### src/sv/assert_macros.svh
// assertion helpers shared by the tag span grouper modules
`ifndef ASSERT_MACROS_SVH
`define ASSERT_MACROS_SVH

// antecedent holds, consequent must hold in the same cycle
`define TSG_ASSERT_SAME(name, clk, rst, ante, cons, msg) \
   name: assert property (@(posedge clk) disable iff (rst) (ante) |-> (cons)) \
      else $error(msg);

// antecedent holds, consequent must hold in the following cycle
`define TSG_ASSERT_NEXT(name, clk, rst, ante, cons, msg) \
   name: assert property (@(posedge clk) disable iff (rst) (ante) |=> (cons)) \
      else $error(msg);

`endif

### src/sv/tsg_pkg.sv
// ----------------------------------------------------------------------------
// tsg_pkg
// Types and constants shared by the tag span grouper modules.
// ----------------------------------------------------------------------------
package tsg_pkg;

   localparam int unsigned ADDR_W      = 20;
   localparam int unsigned LEN_W       = 21;
   localparam int unsigned POLL_W      = 24;
   localparam int unsigned GRP_W       = 16;
   localparam int unsigned CSR_IDX_W   = 2;
   localparam int unsigned CSR_DATA_W  = 16;

   // poll period used when no tag of a group gives one
   localparam logic [POLL_W-1:0] DEFAULT_POLL_MS = 24'd1000;

   // register width code saturates here (16-bit registers)
   localparam logic [2:0] MAX_REG_W_LOG2 = 3'd4;

   // record kinds
   localparam logic REC_ASSIGN = 1'b0;
   localparam logic REC_GROUP  = 1'b1;

   // csr register indexes
   localparam logic [CSR_IDX_W-1:0] CSR_MAX_GROUP_BYTES     = 2'd0;
   localparam logic [CSR_IDX_W-1:0] CSR_GROUPING_ENABLED    = 2'd1;
   localparam logic [CSR_IDX_W-1:0] CSR_REGISTER_WIDTH_LOG2 = 2'd2;

   // csr reset values
   localparam logic [15:0] RST_MAX_GROUP_BYTES     = 16'd1000;
   localparam logic        RST_GROUPING_ENABLED    = 1'b1;
   localparam logic [2:0]  RST_REGISTER_WIDTH_LOG2 = 3'd4;

   typedef struct packed {
      logic [ADDR_W-1:0] tag_start_bit;
      logic [ADDR_W-1:0] tag_end_bit;
      logic [POLL_W-1:0] tag_poll_period;
      logic              final_tag;
   } req_type;

   typedef struct packed {
      logic              record_kind;
      logic [GRP_W-1:0]  group_number;
      logic [ADDR_W-1:0] span_start_bit;
      logic [ADDR_W-1:0] span_end_bit;
      logic [LEN_W-1:0]  span_length_bits;
      logic [POLL_W-1:0] group_poll_period;
      logic [ADDR_W-1:0] first_register;
      logic [LEN_W-1:0]  register_count;
      logic              last_record;
   } rsp_type;

   typedef struct packed {
      logic [15:0] max_group_bytes;
      logic        grouping_enabled;
      logic [2:0]  register_width_log2;
   } cfg_type;

   // group snapshot before the span and register fields are worked out
   typedef struct packed {
      logic              kind;
      logic              last;
      logic [GRP_W-1:0]  number;
      logic [ADDR_W-1:0] start_bit;
      logic [ADDR_W-1:0] end_bit;
      logic [POLL_W-1:0] poll;
   } raw_rec_type;

   // one to three records caused by one tag, packed from slot 0
   typedef struct packed {
      logic        valid;
      logic [1:0]  count;
      raw_rec_type rec0;
      raw_rec_type rec1;
      raw_rec_type rec2;
   } push_type;

endpackage

### src/sv/tsg_csr.sv
// ----------------------------------------------------------------------------
// tsg_csr
// Configuration registers of the tag span grouper, written by index.
// ----------------------------------------------------------------------------
module tsg_csr (
   input  logic                         clock,
   input  logic                         reset,
   input  logic                         csr_valid,
   output logic                         csr_ready,
   input  logic [tsg_pkg::CSR_IDX_W-1:0]  csr_index,
   input  logic [tsg_pkg::CSR_DATA_W-1:0] csr_wdata,
   output tsg_pkg::cfg_type             cfg
);
   import tsg_pkg::*;

   cfg_type cfg_ff;

   // writes are taken in every cycle outside reset
   assign csr_ready = !reset;
   assign cfg       = cfg_ff;

   // register writes, unknown indexes are dropped
   always_ff @(posedge clock) begin
      if (reset) begin
         cfg_ff.max_group_bytes     <= RST_MAX_GROUP_BYTES;
         cfg_ff.grouping_enabled    <= RST_GROUPING_ENABLED;
         cfg_ff.register_width_log2 <= RST_REGISTER_WIDTH_LOG2;
      end else if (csr_valid) begin
         case (csr_index)
            CSR_MAX_GROUP_BYTES: begin
               cfg_ff.max_group_bytes <= csr_wdata;
            end
            CSR_GROUPING_ENABLED: begin
               cfg_ff.grouping_enabled <= csr_wdata[0];
            end
            CSR_REGISTER_WIDTH_LOG2: begin
               cfg_ff.register_width_log2 <= csr_wdata[2:0];
            end
            default: begin
            end
         endcase
      end
   end

endmodule

### src/sv/tsg_merge.sv
// ----------------------------------------------------------------------------
// tsg_merge
// Input register and open-group state; merges one tag per cycle while the
// result buffer has room and builds the records it causes.
// ----------------------------------------------------------------------------
`include "assert_macros.svh"

module tsg_merge (
   input  logic             clock,
   input  logic             reset,
   input  logic             req_valid,
   output logic             req_ready,
   input  tsg_pkg::req_type req_data,
   input  tsg_pkg::cfg_type cfg,
   input  logic             buf_room,
   output tsg_pkg::push_type push
);
   import tsg_pkg::*;

   logic              in_vld_ff;
   req_type           in_ff;
   logic              load;

   logic              open_ff;
   logic [ADDR_W-1:0] start_ff;
   logic [ADDR_W-1:0] end_ff;
   logic [POLL_W-1:0] poll_ff;
   logic [GRP_W-1:0]  counter_ff;

   logic [ADDR_W-1:0] span_diff;
   logic [ADDR_W-1:0] limit;
   logic              reach;
   logic              close_first;
   logic              opens;
   logic              poll_given;
   logic [ADDR_W-1:0] start_in;
   logic [ADDR_W-1:0] end_in;
   logic [POLL_W-1:0] poll_in;
   logic [GRP_W-1:0]  counter_in;
   raw_rec_type       rec_close;
   raw_rec_type       rec_assign;
   raw_rec_type       rec_final;

   // no transaction is taken while in reset
   assign load      = in_vld_ff && buf_room;
   assign req_ready = !reset && (!in_vld_ff || buf_room);

   // input register
   always_ff @(posedge clock) begin
      if (reset) begin
         in_vld_ff <= 1'b0;
      end else if (req_ready) begin
         in_vld_ff <= req_valid;
      end
   end

   always_ff @(posedge clock) begin
      if (req_valid && req_ready) begin
         in_ff <= req_data;
      end
   end

   // span limit test against the open group
   assign limit       = {1'b0, cfg.max_group_bytes, 3'b000};
   assign span_diff   = in_ff.tag_end_bit - start_ff;
   assign reach       = (in_ff.tag_end_bit >= start_ff) && (span_diff >= limit);
   assign close_first = open_ff && (!cfg.grouping_enabled || reach);
   assign opens       = !open_ff || close_first;
   assign poll_given  = in_ff.tag_poll_period != '0;

   // group values after the tag is merged
   always_comb begin
      if (opens) begin
         counter_in = counter_ff + 1'b1;
         start_in   = in_ff.tag_start_bit;
         end_in     = in_ff.tag_end_bit;
         poll_in    = poll_given ? in_ff.tag_poll_period : DEFAULT_POLL_MS;
      end else begin
         counter_in = counter_ff;
         start_in   = start_ff;
         end_in     = (in_ff.tag_end_bit > end_ff) ? in_ff.tag_end_bit : end_ff;
         poll_in    = (poll_given && (in_ff.tag_poll_period < poll_ff)) ?
                      in_ff.tag_poll_period : poll_ff;
      end
   end

   // records in delivery order
   always_comb begin
      rec_close.kind      = REC_GROUP;
      rec_close.last      = 1'b0;
      rec_close.number    = counter_ff;
      rec_close.start_bit = start_ff;
      rec_close.end_bit   = end_ff;
      rec_close.poll      = poll_ff;

      rec_assign.kind      = REC_ASSIGN;
      rec_assign.last      = 1'b0;
      rec_assign.number    = counter_in;
      rec_assign.start_bit = start_in;
      rec_assign.end_bit   = end_in;
      rec_assign.poll      = poll_in;

      rec_final      = rec_assign;
      rec_final.kind = REC_GROUP;
      rec_final.last = 1'b1;

      push.valid = load;
      push.count = 2'd1 + {1'b0, close_first} + {1'b0, in_ff.final_tag};
      push.rec0  = close_first ? rec_close : rec_assign;
      push.rec1  = close_first ? rec_assign : rec_final;
      push.rec2  = rec_final;
   end

   // open-group state
   always_ff @(posedge clock) begin
      if (reset) begin
         open_ff    <= 1'b0;
         start_ff   <= '0;
         end_ff     <= '0;
         poll_ff    <= '0;
         counter_ff <= '0;
      end else if (load) begin
         open_ff    <= !in_ff.final_tag;
         start_ff   <= start_in;
         end_ff     <= end_in;
         poll_ff    <= poll_in;
         counter_ff <= counter_in;
      end
   end

   `TSG_ASSERT_NEXT(a_final_closes, clock, reset, load && in_ff.final_tag, !open_ff, "final tag left group open")
   `TSG_ASSERT_NEXT(a_tag_opens, clock, reset, load && !in_ff.final_tag, open_ff, "group not open after tag")
   `TSG_ASSERT_SAME(a_open_poll_set, clock, reset, open_ff, poll_ff != '0, "open group has zero poll period")

endmodule

### src/sv/tsg_rsp_buf.sv
// ----------------------------------------------------------------------------
// tsg_rsp_buf
// Three-slot result buffer; drains one record per cycle while rsp_ready is
// high and works out the span length and register fields of the head record.
// ----------------------------------------------------------------------------
`include "assert_macros.svh"

module tsg_rsp_buf (
   input  logic              clock,
   input  logic              reset,
   input  tsg_pkg::push_type push,
   input  tsg_pkg::cfg_type  cfg,
   output logic              buf_room,
   output logic              rsp_valid,
   input  logic              rsp_ready,
   output tsg_pkg::rsp_type  rsp_data
);
   import tsg_pkg::*;

   raw_rec_type       slot_ff [3];
   logic [1:0]        cnt_ff;
   logic              pop;

   raw_rec_type       head;
   logic [2:0]        w;
   logic [ADDR_W-1:0] first_reg;
   logic [ADDR_W-1:0] last_reg;

   assign rsp_valid = cnt_ff != 2'd0;
   assign pop       = rsp_valid && rsp_ready;
   assign buf_room  = (cnt_ff == 2'd0) || ((cnt_ff == 2'd1) && rsp_ready);

   // occupancy
   always_ff @(posedge clock) begin
      if (reset) begin
         cnt_ff <= 2'd0;
      end else if (push.valid) begin
         cnt_ff <= push.count;
      end else if (pop) begin
         cnt_ff <= cnt_ff - 2'd1;
      end
   end

   // slot load and shift toward the head
   always_ff @(posedge clock) begin
      if (push.valid) begin
         slot_ff[0] <= push.rec0;
         slot_ff[1] <= push.rec1;
         slot_ff[2] <= push.rec2;
      end else if (pop) begin
         slot_ff[0] <= slot_ff[1];
         slot_ff[1] <= slot_ff[2];
      end
   end

   // derived fields of the head record
   assign head      = slot_ff[0];
   assign w         = (cfg.register_width_log2 > MAX_REG_W_LOG2) ?
                      MAX_REG_W_LOG2 : cfg.register_width_log2;
   assign first_reg = head.start_bit >> w;
   assign last_reg  = head.end_bit >> w;

   always_comb begin
      rsp_data.record_kind       = head.kind;
      rsp_data.group_number      = head.number;
      rsp_data.span_start_bit    = head.start_bit;
      rsp_data.span_end_bit      = head.end_bit;
      rsp_data.span_length_bits  = (head.end_bit >= head.start_bit) ?
         ({1'b0, head.end_bit - head.start_bit} + 21'd1) : '0;
      rsp_data.group_poll_period = head.poll;
      rsp_data.first_register    = first_reg;
      rsp_data.register_count    = (last_reg >= first_reg) ?
         ({1'b0, last_reg - first_reg} + 21'd1) : '0;
      rsp_data.last_record       = head.last;
   end

   `TSG_ASSERT_SAME(a_push_room, clock, reset, push.valid, (cnt_ff == 2'd0) || ((cnt_ff == 2'd1) && pop), "push into busy buffer")
   `TSG_ASSERT_NEXT(a_drain_step, clock, reset, pop && !push.valid, cnt_ff == $past(cnt_ff) - 2'd1, "occupancy did not drop")
   `TSG_ASSERT_SAME(a_push_count, clock, reset, push.valid, push.count != 2'd0, "push of zero records")

endmodule

### src/sv/tag_span_grouper.sv
// ----------------------------------------------------------------------------
// tag_span_grouper
// Merges start-ordered tags into read groups and reports each tag's group
// and every closed group with its register range.
// ----------------------------------------------------------------------------
// Each tag gives one assignment record, preceded by a group record when it
// closes the open group and followed by a group record when it is marked
// final, so one tag yields one to three records. The result buffer hands
// out one record per cycle while rsp_ready is high; tags yielding one record
// stream back to back, while a tag yielding two or three records holds the
// next tag in the input register until the buffer hands out the last of
// them. While records wait in the buffer one more tag is taken into the
// input register, after which the input stalls until the buffer can take
// that tag's records. The first record of a tag passes through the input
// register and then a buffer slot before it is valid. Configuration writes
// are registered and should be made only while no records are outstanding.
// ----------------------------------------------------------------------------
module tag_span_grouper (
   input  logic                           clock,
   input  logic                           reset,
   input  logic                           req_valid,
   output logic                           req_ready,
   input  tsg_pkg::req_type               req_data,
   output logic                           rsp_valid,
   input  logic                           rsp_ready,
   output tsg_pkg::rsp_type               rsp_data,
   input  logic                           csr_valid,
   output logic                           csr_ready,
   input  logic [tsg_pkg::CSR_IDX_W-1:0]  csr_index,
   input  logic [tsg_pkg::CSR_DATA_W-1:0] csr_wdata
);
   import tsg_pkg::*;

   cfg_type  cfg;
   push_type push;
   logic     buf_room;

   // configuration registers
   tsg_csr u_csr (
      .clock     (clock),
      .reset     (reset),
      .csr_valid (csr_valid),
      .csr_ready (csr_ready),
      .csr_index (csr_index),
      .csr_wdata (csr_wdata),
      .cfg       (cfg)
   );

   // group merge
   tsg_merge u_merge (
      .clock     (clock),
      .reset     (reset),
      .req_valid (req_valid),
      .req_ready (req_ready),
      .req_data  (req_data),
      .cfg       (cfg),
      .buf_room  (buf_room),
      .push      (push)
   );

   // result buffer
   tsg_rsp_buf u_rsp_buf (
      .clock     (clock),
      .reset     (reset),
      .push      (push),
      .cfg       (cfg),
      .buf_room  (buf_room),
      .rsp_valid (rsp_valid),
      .rsp_ready (rsp_ready),
      .rsp_data  (rsp_data)
   );

endmodule
### config.mk
export PLATFORM = sky130hd
export DESIGN_NAME = tag_span_grouper
export DESIGN_NICKNAME = d
export VERILOG_FILES = /design/src/sv/tsg_pkg.sv /design/src/sv/tsg_csr.sv /design/src/sv/tsg_merge.sv /design/src/sv/tsg_rsp_buf.sv /design/src/sv/tag_span_grouper.sv
export VERILOG_INCLUDE_DIRS = /design/src /design/src/sv
export SDC_FILE = /design/constraint.sdc
export NUM_CORES = 1
export LEC_CHECK = 0
export ABC_AREA = 1
export BUFFER_PORTS_ARGS = -buffer_cell sky130_fd_sc_hd__buf_4
export CAP_MARGIN = 20
export CELL_PAD_IN_SITES_DETAIL_PLACEMENT = 1
export CELL_PAD_IN_SITES_GLOBAL_PLACEMENT = 2
export CORE_ASPECT_RATIO = 0.9
export CORE_MARGIN = 5
export CORE_UTILIZATION = 32
export DETAILED_ROUTE_END_ITERATION = 8
export PLACE_DENSITY_LB_ADDON = 0.1
export SLEW_MARGIN = 20
export SYNTH_ARGS = -nofsm -noshare
export SYNTH_HDL_FRONTEND = slang
export SYNTH_SLANG_ARGS = --single-unit
### constraint.sdc
create_clock -name clock -period 4.4 [get_ports clock]
set_input_delay 0.22 -clock clock [delete_from_list [all_inputs] [get_ports clock]]
set_output_delay 0.22 -clock clock [all_outputs]
set_load 0.05 [all_outputs]
==> qor.yml <==
status: "finished with violations"
failed_checks: "setup timing"
finalWorstSetupSlack_ns: -0.105
unrepaired_setup_endpoints_after_global_routing: "true"
worst_hold_path_type: "input port to register"
cp_most_frequent_cell: "nor2_4"
clock_tree.buffer_depth: 3
route.final.wire_length_um: 102000
io_buffer_count: 234
die_width_um: 313
irDropWorstVdd_mv: 0.375
clock_tree.root_cell: "clkbuf_16"
detail_route.vias_per_cell: 5.05
final_worst_clock_skew_ns: 0.0204
insertion_delay_ns: 0.60
timing_max_transition_violations_final: 0
syn-mean-instance-area_sq_um: 7.52
core_sq_um: 82300
largest_net_degree_at_the_start_of_global_routing: 169
clock_transition_at_the_registers_of_the_reported_paths_ns: 0.06
tritoncts: "built"
cp_num_buf_inv: 6
clock_sinks: 412
cts-htree-levels: 2
worstMarginPinSlew_ns: 1.02
layout_worst_path_cycle_share: 1.02
antenna_found_initial: 1
critical_path.max_stage_delay_ns: 0.49
tritoncts.num_buffers: 47
warnings_synthesis: 0
postRouteAntennaNets: 0
global_route_congestion_overflow_total: 0
total_leakage_power_uw: 0.0156
worst_ep_required_time_ns: 4.18
fp.dieH_um: 282
start_util: 0.321
finalSetupViolCount: 7
drt-initial-drc-count: 1551
post_layout_nonfiller_instances: 4970
async_reset_ff_frac: 0
finalWorstPathRequiredPeriod_ns: 4.51
drt-wirelength-per-cell_um: 20.5
dieArea_sq_um: 88300
setup-tns-final_ns: -0.466
synthDistinctLibCells: 51
net_count_of_the_mapped_netlist: 3726
synth_top_flop_cell: "edfxtp_1"
drv_cap: 0
place_inst: 4715
number_of_flops_mapped_to_enable_cells_by_yosys: 308
detailedPlacementHpwl_um: 71000
regToRegSetupSlack_ns: 0.23
io_pins: 235
detail_route.first_pass.iterations: 4
worstPathArrival_ns: 4.29
slowest_stage: "fa_2"
areaGrowthSynthToFinish_pct: 29.4
max_freq_ghz: 0.222
timing_worst_setup_path_type: "register to primary output"
track_usage: 0.220
drcViolationCount: 0
power_density_normalized_to_cell_area_nw_per_um2: 699
num_rows: 100
register_bit_count_reported_by_yosys: 412
fillers: 9842
timing.final.hold_violations: 0
crit_fanout: 8
grt_pass1_vias: 26300
slew_headroom: 0.321
syn_area_sq_um: 26400
crit_chain: "inv_2 -> nor2_4 -> buf_6 -> clkinv_8 -> nand2_4 -> nand2_4 -> a221oi_4 -> ha_2 -> fa_2 -> inv_2 -> ha_4 -> inv_4 -> nor2_4 -> nand3_2 -> nor2_4 -> nand3_4 -> nor2_4 -> nand4_4 -> nor2_4 -> nand3_2 -> nor2_4 -> nand3_2 -> nor2_4 -> buf_8"
number_of_instances_in_the_synthesized_netlist: 3511
seq_area_frac_synth: 0.429
total_power_uw: 23900
capturing_element_type_of_the_critical_path: "primary output"
gp_congestion: 0.848
global_route_wire_length_before_repair_um: 154000
worst_path_dominant_cell_family: "simple AND/OR/NAND/NOR gates"
dr_vias: 25100
num-nets-final: 4075
worstSetupStartpointType: "register"
drive_gt1_frac: 0.200
[worst min-delay path, cell delays in order]
cell     delay [ns]
buf_4          0.09
nor3_2         0.12
a21oi_1        0.16
[sequential cells by signal, indices dropped and copies added (netlist names)]
register            count
u_rsp_buf.slot_ff     243
u_merge.in_ff          65
u_merge.poll_ff        24
u_csr.cfg              20
u_merge.end_ff         20
u_merge.start_ff       20
u_merge.counter_ff     16
u_rsp_buf.cnt_ff        2
u_merge.in_vld_ff       1
u_merge.open_ff         1
[cells by family after synthesis]
logic type                 after synthesis  share of synthesized area
AOI/OAI and AO/OA                      417                     0.0853
xor gates and xnor gates                58                     0.0205
adders and majority gates              127                     0.0608
buffers and inverters                  688                      0.112
DFF                                    412                      0.429
muxes                                    1                   0.000427
and+or+nand+nor                       1808                      0.292
[what timing repair did]
action                                  CTS  global route
hold buffers                             84             0
gates resized for setup                 194           131
hold endpoints to repair                 82             0
cloned                                    4             6
pin swaps                                42            50
endpoints found under the setup margin   23           318
setup buffers                            47            28
[synthesized netlist by cell type (4+ instances only)]
master | n | area [sq um]
buf_2 | 28 | 140
nand2_1 | 1184 | 4440
ha_1 | 125 | 1560
nand3_1 | 175 | 876
nor2_1 | 181 | 679
a211oi_1 | 5 | 37.5
a21oi_1 | 205 | 1030
nor4_1 | 16 | 100
clkbuf_1 | 117 | 439
inv_1 | 439 | 1650
o21a_1 | 7 | 52.6
nand3b_1 | 8 | 60.1
xor2_1 | 42 | 368
o21bai_1 | 7 | 52.6
buf_1 | 10 | 37.5
o21ai_1 | 7 | 35.0
o21ai_0 | 133 | 666
or2_2 | 4 | 25.0
a31oi_1 | 10 | 62.6
nor3_1 | 26 | 130
nand4_1 | 192 | 1200
edfxtp_1 | 308 | 9250
inv_2 | 6 | 22.5
buf_4 | 83 | 623
o211ai_1 | 13 | 97.6
o22ai_1 | 15 | 93.8
o221ai_1 | 4 | 35.0
dfxtp_1 | 104 | 2080
nand3_2 | 5 | 50.1
xnor2_1 | 13 | 114
[through the flow]
stage,hold WS (ns),setup slack [ns],utilization,area [sq um]
floorplan,0.319,0.00220,-,26500
global placement,0.398,-0.0531,0.360,29600
detailed placement,0.399,-0.105,0.360,29600
CTS,0.0162,-0.0788,0.404,33200
global route,0.0811,-0.290,0.415,34100
finish,0.0442,-0.105,0.415,34100
[per-layer routing]
layer / global-route usage / share of wire / vias to the layer above
li1: - / - / 12200
met1: 0.289 / 0.46 / 12300
met2: 0.390 / 0.48 / 436
met3: 0.0303 / 0.040 / 103
met4: 0.0490 / 0.019 / 0
met5: 0 / 0 / -
[power by group]
group          leakage (uW)  total [uW]  internal (uW)  switching [uW]
combinational        0.0111       13900           4570            9380
clock              0.000748        3930           2260            1670
sequential          0.00378        5990           5330             660
total                0.0156       23900          12200           11700
[cell type report]
class / count / area, sq um / share of cell area
Antenna cell: 1 / 2.50 / 0.0000733
Clock buffer: 71 / 1400 / 0.0410
Clock inverter: 16 / 113 / 0.00330
Inverter: 448 / 1710 / 0.0502
Multi-Input combinational cell: 2411 / 13400 / 0.391
Sequential cell: 412 / 11300 / 0.332
Tap cell: 1071 / 1340 / 0.0392
Timing Repair Buffer: 540 / 4870 / 0.143
[path summary, 6_finish.rpt]
check,startpoint,endpoint,cells after the start
worst max-delay path,u_csr.cfg[0],rsp_data[21],24
worst min-delay path,csr_index[1],u_csr.cfg[4],3
worst max register to register,u_merge.in_ff[26],u_rsp_buf.slot_ff[0][124],28
worst min register to register,u_merge.in_ff[0],u_merge.open_ff,1
[placed cells by master, fill, tap and decap left out, types with 22 or more instances in the layout]
master	count
nand2_1	1145
inv_1	421
buf_4	395
edfxtp_1	308
nand4_1	192
a21oi_1	175
nand3_1	166
nor2_1	141
o21ai_0	106
ha_1	103
dfxtp_1	97
dlygate4sd3_1	84
clkbuf_16	55
xor2_1	36
nand2_2	29
nor2_2	26
buf_6	24
buf_12	23
a21oi_2	22
No activity file was read; power rests on OpenSTA's default activity.
